## src/hdl/scm_pkg.sv

```systemverilog
// Shared types and constants of the four-line cache hit/miss model
`default_nettype none

package scm_pkg;

    localparam int LINES      = 4;
    localparam int SETS       = LINES / 2;
    localparam int LINE_IDX_W = $clog2(LINES);
    localparam int SET_IDX_W  = $clog2(SETS);
    localparam int AGE_W      = $clog2(LINES);
    localparam int MODE_W     = 2;

    // Placement codes of the mapping register; the unused code acts as LRU
    localparam logic [MODE_W-1:0] MAP_DIRECT  = 2'd0;
    localparam logic [MODE_W-1:0] MAP_TWO_WAY = 2'd1;
    localparam logic [MODE_W-1:0] MAP_LRU     = 2'd2;

    typedef logic [MODE_W-1:0] mode_t;
    typedef logic [AGE_W-1:0]  age_t;

    typedef enum logic {
        ST_EMPTY,
        ST_FULL
    } ctrl_state_t;

    // Command from the controller to the datapath
    typedef struct packed {
        logic access;   // perform lookup/update and load the result register
    } scm_cmd_t;

    // Status from the datapath to the controller
    typedef struct packed {
        logic mode_lru; // current placement uses age-based replacement
    } scm_status_t;

endpackage

`default_nettype wire

```

## src/hdl/scm_datapath.sv

```systemverilog
// Cache datapath: line tags, valid bits, victim pointers, ages and result register
`default_nettype none

module scm_datapath #(
    parameter int ADDR_BITS = 32
) (
    input  wire logic                 clk,
    input  wire logic                 rst_n,
    input  wire logic                 cfg_we,
    input  wire scm_pkg::mode_t       cfg_wdata,
    input  wire logic [ADDR_BITS-1:0] block_address,
    input  wire logic                 start_sequence,
    input  wire scm_pkg::scm_cmd_t    cmd,
    output scm_pkg::scm_status_t      status,
    output logic                      hit
);
    import scm_pkg::*;

    mode_t                mode_reg;
    logic [ADDR_BITS-1:0] line_addr_reg [LINES];
    logic [LINES-1:0]     valid_reg;
    logic [LINES-1:0]     valid_next;
    logic [SETS-1:0]      victim_reg;
    logic [SETS-1:0]      victim_next;
    age_t                 age_reg  [LINES];
    age_t                 age_next [LINES];
    logic                 hit_reg;
    logic                 hit_next;
    logic                 fill_en;
    logic [LINE_IDX_W-1:0] fill_idx;

    // Cleared view of the state when a new sequence starts
    logic [LINES-1:0]     eff_valid;
    logic [SETS-1:0]      eff_victim;
    age_t                 eff_age [LINES];
    logic [LINES-1:0]     match;

    // Hold the mapping register
    always_ff @(posedge clk or negedge rst_n)
    begin
        if (!rst_n)
        begin
            mode_reg <= MAP_DIRECT;
        end
        else if (cfg_we)
        begin
            mode_reg <= cfg_wdata;
        end
    end

    // Apply start-of-sequence clear and compare all lines in parallel
    always_comb
    begin
        for (int k = 0; k < LINES; k++)
        begin
            eff_valid[k] = start_sequence ? 1'b0 : valid_reg[k];
            eff_age[k]   = start_sequence ? AGE_W'(LINES - 1 - k) : age_reg[k];
            match[k]     = eff_valid[k] && (line_addr_reg[k] == block_address);
        end
        eff_victim = start_sequence ? '0 : victim_reg;
    end

    // Work out hit, fill line and replacement update
    always_comb
    begin
        logic [SET_IDX_W-1:0]  set_idx;
        logic                  way;
        logic                  lru_hit;
        logic [LINE_IDX_W-1:0] lru_hit_idx;
        logic [LINE_IDX_W-1:0] lru_vic_idx;
        logic [LINE_IDX_W-1:0] touch_idx;
        age_t                  old_age;

        set_idx     = block_address[SET_IDX_W-1:0];
        way         = 1'b0;
        lru_hit     = 1'b0;
        lru_hit_idx = '0;
        lru_vic_idx = '0;
        touch_idx   = '0;
        old_age     = '0;

        valid_next  = valid_reg;
        victim_next = victim_reg;
        for (int k = 0; k < LINES; k++)
        begin
            age_next[k] = age_reg[k];
        end
        hit_next = hit_reg;
        fill_en  = 1'b0;
        fill_idx = block_address[LINE_IDX_W-1:0];

        if (cmd.access)
        begin
            valid_next  = eff_valid;
            victim_next = eff_victim;
            for (int k = 0; k < LINES; k++)
            begin
                age_next[k] = eff_age[k];
            end

            unique case (mode_reg)
                MAP_DIRECT:
                begin
                    hit_next = match[fill_idx];
                    fill_en  = !match[fill_idx];
                end
                MAP_TWO_WAY:
                begin
                    if (match[{set_idx, 1'b0}])
                    begin
                        hit_next             = 1'b1;
                        victim_next[set_idx] = 1'b1;
                    end
                    else if (match[{set_idx, 1'b1}])
                    begin
                        hit_next             = 1'b1;
                        victim_next[set_idx] = 1'b0;
                    end
                    else
                    begin
                        way                  = eff_victim[set_idx];
                        hit_next             = 1'b0;
                        fill_en              = 1'b1;
                        fill_idx             = {set_idx, way};
                        victim_next[set_idx] = !way;
                    end
                end
                default:
                begin
                    // Lowest matching line wins
                    for (int k = LINES - 1; k >= 0; k--)
                    begin
                        if (match[k])
                        begin
                            lru_hit     = 1'b1;
                            lru_hit_idx = LINE_IDX_W'(k);
                        end
                    end
                    // Oldest line, lowest index on a tie
                    for (int k = 1; k < LINES; k++)
                    begin
                        if (eff_age[k] > eff_age[lru_vic_idx])
                        begin
                            lru_vic_idx = LINE_IDX_W'(k);
                        end
                    end
                    touch_idx = lru_hit ? lru_hit_idx : lru_vic_idx;
                    hit_next  = lru_hit;
                    fill_en   = !lru_hit;
                    fill_idx  = lru_vic_idx;
                    // Age every younger line and make the touched one newest
                    old_age = eff_age[touch_idx];
                    for (int k = 0; k < LINES; k++)
                    begin
                        if (LINE_IDX_W'(k) == touch_idx)
                        begin
                            age_next[k] = '0;
                        end
                        else if (eff_age[k] < old_age)
                        begin
                            age_next[k] = eff_age[k] + age_t'(1);
                        end
                    end
                end
            endcase

            if (fill_en)
            begin
                valid_next[fill_idx] = 1'b1;
            end
        end
    end

    // Advance control state
    always_ff @(posedge clk or negedge rst_n)
    begin
        if (!rst_n)
        begin
            valid_reg  <= '0;
            victim_reg <= '0;
            for (int k = 0; k < LINES; k++)
            begin
                age_reg[k] <= AGE_W'(LINES - 1 - k);
            end
        end
        else
        begin
            valid_reg  <= valid_next;
            victim_reg <= victim_next;
            for (int k = 0; k < LINES; k++)
            begin
                age_reg[k] <= age_next[k];
            end
        end
    end

    // Store tags and the result
    always_ff @(posedge clk)
    begin
        hit_reg <= hit_next;
        if (cmd.access && fill_en)
        begin
            line_addr_reg[fill_idx] <= block_address;
        end
    end

    assign hit             = hit_reg;
    assign status.mode_lru = (mode_reg != MAP_DIRECT) && (mode_reg != MAP_TWO_WAY);

endmodule

`default_nettype wire

```

## config.mk

```make
export PLATFORM = sky130hd
export DESIGN_NAME = scm_datapath
export DESIGN_NICKNAME = d
export VERILOG_FILES = /design/src/hdl/scm_pkg.sv /design/src/hdl/scm_datapath.sv
export SDC_FILE = /design/constraint.sdc
export NUM_CORES = 1
export LEC_CHECK = 0
export BUFFER_PORTS_ARGS = -buffer_cell sky130_fd_sc_hd__buf_2
export CAP_MARGIN = 0
export CORE_AREA = 3 3 154 156
export DETAILED_ROUTE_END_ITERATION = 7
export DIE_AREA = 0 0 157 159
export GPL_TIMING_DRIVEN = 0
export PLACE_DENSITY_LB_ADDON = 0.25
export SLEW_MARGIN = 20
export SYNTH_ARGS = -nofsm -noshare
export SYNTH_HDL_FRONTEND = slang
export SYNTH_SLANG_ARGS = --single-unit
```

## constraint.sdc

```tcl
create_clock -name clk -period 7.3 [get_ports clk]
set_input_delay 0.73 -clock clk [delete_from_list [all_inputs] [get_ports clk]]
set_output_delay 0.73 -clock clk [all_outputs]
set_load 0.03 [all_outputs]
```

; ---- After elaboration in Yosys (flattened, before gate mapping)
; Memory sizes are Yosys's and may differ from the RTL's.
; Cells that the tools add are included.
; Widths: inputs -> output; s select.
[word_totals]
ff_bits = 17
ram_bits = 128
in_bits = 39
output_inout_bits = 2
mem_count = 1
[memory_table]
columns = memory, depth, word_bits, rd, rd_clocked_by_memory_dff, wr, line_no
row1 = line_addr_reg, 4, 32, 4, 0, 1, scm_datapath.sv:20  ; logic [ADDR_BITS-1:0] line_addr_reg [LINES];
[classes]
add_sub_neg = 4
order_cmp = 17
n_eq_ne = 9
muxes = 81
n_bitwise = 7
reduce_logical = 15
[op_table]
columns = op, n
row1 = $eq 32x32->1, 4
row2 = $mux 2, 41
row3 = $mux 1, 28
row4 = $bmux 2 s2, 3
row5 = $lt 2x3->1 const B, 4
row6 = $ge 3x3->1 const B, 3
row7 = $not 2->3, 3
row8 = $add 2x1->2 const B, 4
row9 = $logic_and 1x1->1, 8
row10 = $lt 2x2->1, 4
row11 = $mux 8, 1
row12 = $gt 2x2->1, 3
row13 = $eq 2x2->1 const A, 2
row14 = $logic_not 2->1, 2
row15 = $mux 4, 1
row16 = $or 4x4->4, 1
row17 = $pmux 1 s2, 2
row18 = $pmux 2 s2, 1
row19 = $logic_not 1->1, 3
row20 = $and 2x2->2, 1
row21 = $bmux 1 s2, 1
row22 = $bwmux 2, 1
row23 = $demux 1 s2, 1
row24 = $eq 1x2->1 const A, 1
row25 = other kinds (10), 10

; ---- Longest topological paths before layout
[depth]
word_depth = 30
depth_mapped = 29

; ---- Worst setup path before layout
; OpenSTA, ideal clock, no wires.
[synth_path]
path_type = input port to flip-flop
start = input port start_sequence
end = memory line_addr_reg[0][0], enable pin
t_arrival_ns = 5.869
slack_ns = 0.970
path_stages = 20
path_cell_list = clkbuf_1 nor2b_1 inv_1 ha_1 inv_1 o21ai_1 nor2_1 a21oi_1 ha_1 nor2b_1 o21ai_0 o21ai_0 ha_1 nor2b_1 o21ai_0 and2_1 a22o_1 nand2_1 o21a_1 nor3_1
[synth_via]
elab_chain_cells = 24
elab_cells_between_ends = 62
[synth_lines]
columns = element, line_no
row1 = "start, declared", scm_datapath.sv:12  ; input wire logic start_sequence,
row2 = $mux 2, scm_datapath.sv:57  ; eff_age[k] = start_sequence ? AGE_W'(LINES - 1 - k) : age_reg[k];
row3 = $gt 2x2->1, scm_datapath.sv:142  ; if (eff_age[k] > eff_age[lru_vic_idx])
row4 = $mux 1, scm_datapath.sv:142
row5 = $mux 2, scm_datapath.sv:101  ; unique case (mode_reg)
row6 = $mux 2, scm_datapath.sv:92  ; if (cmd.access)
row7 = $not 2->3 (implied by the code), scm_datapath.sv:142
row8 = $bmux 2 s2, scm_datapath.sv:142
row9 = $mux 2 (implied by the code) (2 in series), scm_datapath.sv:142
row10 = [... 5 more ...], n/a
row11 = $bmux 2 s2, scm_datapath.sv:142
row12 = $mux 2 (implied by the code) (2 in series), scm_datapath.sv:142
row13 = $gt 2x2->1, scm_datapath.sv:142
row14 = $mux 2, scm_datapath.sv:142
row15 = $mux 2, scm_datapath.sv:101
row16 = $mux 2, scm_datapath.sv:92
row17 = $pmux 2 s2, scm_datapath.sv:101
row18 = $mux 2 (2 in series), scm_datapath.sv:92
row19 = "end, declared", scm_datapath.sv:20
; Parallel ways exist; a longest one is shown, timed or not. The select of a mux whose other input is x is not followed.

; ---- Worst setup path in the final report
[layout_path]
start = input port start_sequence
end = register age_reg[1] (netlist name)
[layout_via]
elab_chain_cells = 30
elab_cells_between_ends = 55
[layout_lines]
columns = element, line_no
row1 = $mux 2, scm_datapath.sv:57
row2 = $gt 2x2->1, scm_datapath.sv:142
row3 = $mux 1, scm_datapath.sv:142
row4 = $mux 2, scm_datapath.sv:101
row5 = $mux 2, scm_datapath.sv:92
row6 = $not 2->3 (implied by the code), scm_datapath.sv:142
row7 = $bmux 2 s2, scm_datapath.sv:142
row8 = $mux 2 (implied by the code) (2 in series), scm_datapath.sv:142
row9 = [... 12 more ...], n/a
row10 = $mux 2, scm_datapath.sv:147  ; touch_idx = lru_hit ? lru_hit_idx : lru_vic_idx;
row11 = $not 2->3 (implied by the code), scm_datapath.sv:152  ; old_age = eff_age[touch_idx];
row12 = $bmux 2 s2, scm_datapath.sv:152
row13 = $mux 2 (implied by the code) (2 in series), scm_datapath.sv:152
row14 = $lt 2x2->1, scm_datapath.sv:159  ; else if (eff_age[k] < old_age)
row15 = $mux 2, scm_datapath.sv:159
row16 = $mux 2, scm_datapath.sv:155  ; if (LINE_IDX_W'(k) == touch_idx)
row17 = $mux 8 *, scm_datapath.sv:101
row18 = "end signal, assigned by index", scm_datapath.sv:183  ; age_reg[k] <= AGE_W'(LINES - 1 - k);
row19 = "end signal, assigned by index", scm_datapath.sv:192  ; age_reg[k] <= age_next[k];
row20 = "end, declared", scm_datapath.sv:25  ; age_t age_reg [LINES];
; Mark *: on every way between the ends. The rest lies on a longest branch, timed or not. The select of a mux whose other input is x is not followed.
; A chain may end at the register's enable or synchronous reset.

==> results by stage <==
Status:
- The run finished with clean final reports.

Logic synthesis:
- The number of warnings issued by yosys is 0.
- The share of synthesized area in the top cell type comes to 56.2%.
- The mean area per synthesized cell is 13.4 µm².
- For this run, the leading register cell type out of synthesis is sky130_fd_sc_hd__edfxtp_1.
- The netlist area before placement is 6890 µm².
- Synthesis produced a netlist with a net count of 563.
- Sorting the synthesized cells by area gives the leading types as sky130_fd_sc_hd__edfxtp_1 (56%), sky130_fd_sc_hd__xnor2_1 (11%), sky130_fd_sc_hd__xor2_1 (5.0%).
- The fraction of the yosys area taken by sequential cells is 62.1%.
- The synthesized design contains 145 register bits.
- The cell taking the most area after synthesis is sky130_fd_sc_hd__edfxtp_1.
- The count of mapped cells out of synthesis is 514.
- The number of distinct library cells after synthesis is 55.
- The fraction of synthesis flops using an asynchronous set or reset pin is 11.0%.
- Counting flops with a built-in enable in the synthesized netlist gives 129.

Placement:
- Port buffering added 39 buffers.
- The placer's final routability congestion estimate is 0.796.
- The pre-CTS setup slack is 0.839 ns.
- The placed standard-cell area is 7610 µm².
- After legalization and detailed placement, the total HPWL measured 11.7 mm.

Finish:
- After filler insertion, the fill cell instance count of the layout stands at 2168.
- The share of cells above drive strength 1 is 17.0%.
- The library cells used most frequently in the layout, excluding fill and tap cells, are sky130_fd_sc_hd__edfxtp_1 (129), sky130_fd_sc_hd__xnor2_1 (90), sky130_fd_sc_hd__buf_2 (40).
- Leaving out fill and tap cells, the most frequent cell in the layout is sky130_fd_sc_hd__edfxtp_1.
- The total number of nets in the final design is 637.
- The area growth from synthesis to layout is 19.3%.
- Once layout is done, the placed cells without fillers occupy 8220 µm².
- Summing all flip-flop and latch instances after layout gives 4280 µm².
- The number of flip-flops under the largest register name is 128.
- In the final layout, the multi-input gates occupy 2510 µm².
- The post-layout utilization of the core is 36.5%.

CTS:
- The H-tree depth is 4.
- The clock sink count is 145.
- Hold repair after CTS inserted 0 buffers.
- The maximum count of clock buffers along a single path is 2.
- Clock tree synthesis selected as its root buffer the cell sky130_fd_sc_hd__clkbuf_16.
- The number of gates resized after cts is 0.
- Buffers inserted during clock tree synthesis total 17.
- At the later pin of the worst-skew pair, clock insertion delay measures 0.42 ns.
- TritonCTS built the clock tree.
- The clock transition at the registers of the reported paths is 0.06 ns.
- The total setup buffers inserted after CTS is 0.

Critical path:
- The endpoint of the worst-slack reg-to-reg timing path is age_reg[1].
- The critical path endpoint category is a register.
- The most critical setup path has its endpoint at age_reg[1].
- The startpoint identified for the worst register-to-register timing path is age_reg[4].
- The worst reg2reg path depth is 24.
- The launch point of the critical path is start_sequence.
- The setup path with the least slack is of type primary input to register.
- The number of buffers and inverters on the critical path is 3.
- Counting buffers and inverters, the worst setup path is 25 cells deep.
- The cell family contributing the most delay on the critical path is compound AO/OA/AOI/OAI gates.
- The longest individual stage delay on the worst path is 0.53 ns.
- The required time of the worst setup path is 7.58 ns.
- The largest fanout of any net on the critical path is 10.
- In this design, the critical path's most frequently occurring cell is sky130_fd_sc_hd__ha_1.
- For this design, the slowest cell found on the critical path is sky130_fd_sc_hd__a2111oi_0.
- The arrival time of the worst setup path is 6.35 ns.
- Setup slack on the worst reg-to-reg path comes out at 1.38 ns.
- The type of origin of the critical path is a primary input.

STA:
- Hold timing on the final database bottoms out at a slack of 0.230 ns.
- The number of hold-slack violations in the final timing report is 0.
- The worst setup skew after layout is 0.0154 ns.
- The clock period could shrink to 6.06 ns.
- Setup repair after global routing left no endpoint under its margin.
- Setup violations remaining at the end of the flow were counted as 0.
- The final worst setup slack is 1.24 ns.
- The slew at the pin closest to its max-slew limit is 0.737 ns.
- Measured against its own limit, the worst slew margin works out to 50.4%.
- The worst path uses 83.1% of the clock period.
- For the final routed database, the setup TNS stands at 0 ns.
- The final-report max-slew violation count is 0.
- The highest clock rate is 165 MHz.

Floorplanning:
- The top-level port count is 41.
- The floorplan step set the die width to 157 µm.
- The initialized floorplan defines 55 standard-cell rows.
- The die is 159 µm tall.
- The core footprint is 22500 µm².
- The floorplan step defined a die boundary enclosing 25000 µm².
- For this configuration, the core starts out at a cell density of 30.6%.

Global route:
- The initial antenna violation count is 1.
- The largest net degree at the start of global routing is 17.
- The number of global-route vias before repair is 4358.
- The wire length of the first global-routing pass is 24.9 mm.
- The global-route usage over all layers is 13.0%.
- The total overflow left after global routing is 0.

Detailed routing:
- The count of unresolved DRC violations after routing is 0.
- The antenna violation net count after detailed routing is 0.
- In this run, the number of DRC markers left after iteration 0 of detailed routing was 359.
- After detailed routing, the number of vias per cell comes to 4.89.
- The overall via count from detail_route is 4336.
- The number of detailed-route iterations in the first pass is 4.
- The average detailed-routed wire length per instance is 18.0 µm.
- The final routed wirelength across all metal layers is 15.9 mm.

Power and ir drop:
- The reported leakage power is 2.84 nW.
- Dividing total power by cell area gives a power density of 335 nW/µm².
- The peak ir drop on the vdd network is 0.139 mV.

Flow run:
- The tool flagged a number of max-cap violations equal to 0.

Hold path:
- In this run the worst hold path is classified as primary input to asynchronous set/reset pin.
## layout make-up
class / count / share of cell area (%)
flip-flops and latches: 145 / 52.0
multi-input cells: 340 / 30.6
clock buffers: 18 / 5.22
well taps: 285 / 4.34
repair buffers: 55 / 4.20
clock inverters: 13 / 2.16
plain buffers: 16 / 0.837
inverters: 13 / 0.594
diodes: 1 / 0.0304
## how the worst min path moves through the flow
stage | start | end
floorplan | rst_n | age_reg[0]
finish | rst_n | age_reg[0]
CTS | rst_n | mode_reg[1]
global route | rst_n | mode_reg[0]
detailed placement | age_reg[7] | age_reg[7]
global placement | age_reg[6] | age_reg[6]
## cell usage after synthesis (all sizes together) (4+ instances only)
cell     count
edfxtp     129
xnor2       90
xor2        39
nand2       23
nand4       23
o21ai       23
nor2        18
clkbuf      14
nor3        14
inv         13
dfrtp       12
nand3       12
nor4        12
a21oi       10
ha          10
nor2b        7
and2         5
nand2b       5
a31oi        4
a32o         4
dfstp        4
o2bb2ai      4
## stage by stage
| stage | std cells | power [W] |
|---|---|---|
| finish | 886 | 0.00276 |
| CTS | 885 | 0.00278 |
| floorplan | 514 | 0.00164 |
| global placement | 838 | 0.00182 |
| global route | 885 | 0.00289 |
| detailed placement | 854 | 0.00187 |
## power by group
group	switching, W	leakage (nW)	internal (W)
Clock	0.000356	0.297	0.000545
Sequential	0.0000550	1.37	0.00104
Combinational	0.000455	1.17	0.000309
Total	0.000866	2.84	0.00189
## routing by layer
layer / up-vias / track usage, % / wire, µm
met1: 2149 / 18.3 / 7400
met4: 2 / 4.18 / 231
met5: - / 0 / 13
li1: 2052 / - / -
met2: 111 / 19.9 / 7440
met3: 22 / 2.99 / 855
## cell families after synthesis
family	after synthesis	share of synthesized area [%]
AOI/OAI and AO/OA	69	7.28
xor gates and xnor gates	129	16.4
adders and majority gates	10	1.82
buffers and inverters	29	1.71
DFF	145	62.1
muxes	5	0.926
and+or+nand+nor	127	9.77
Power figures use the tool's default switching activity.
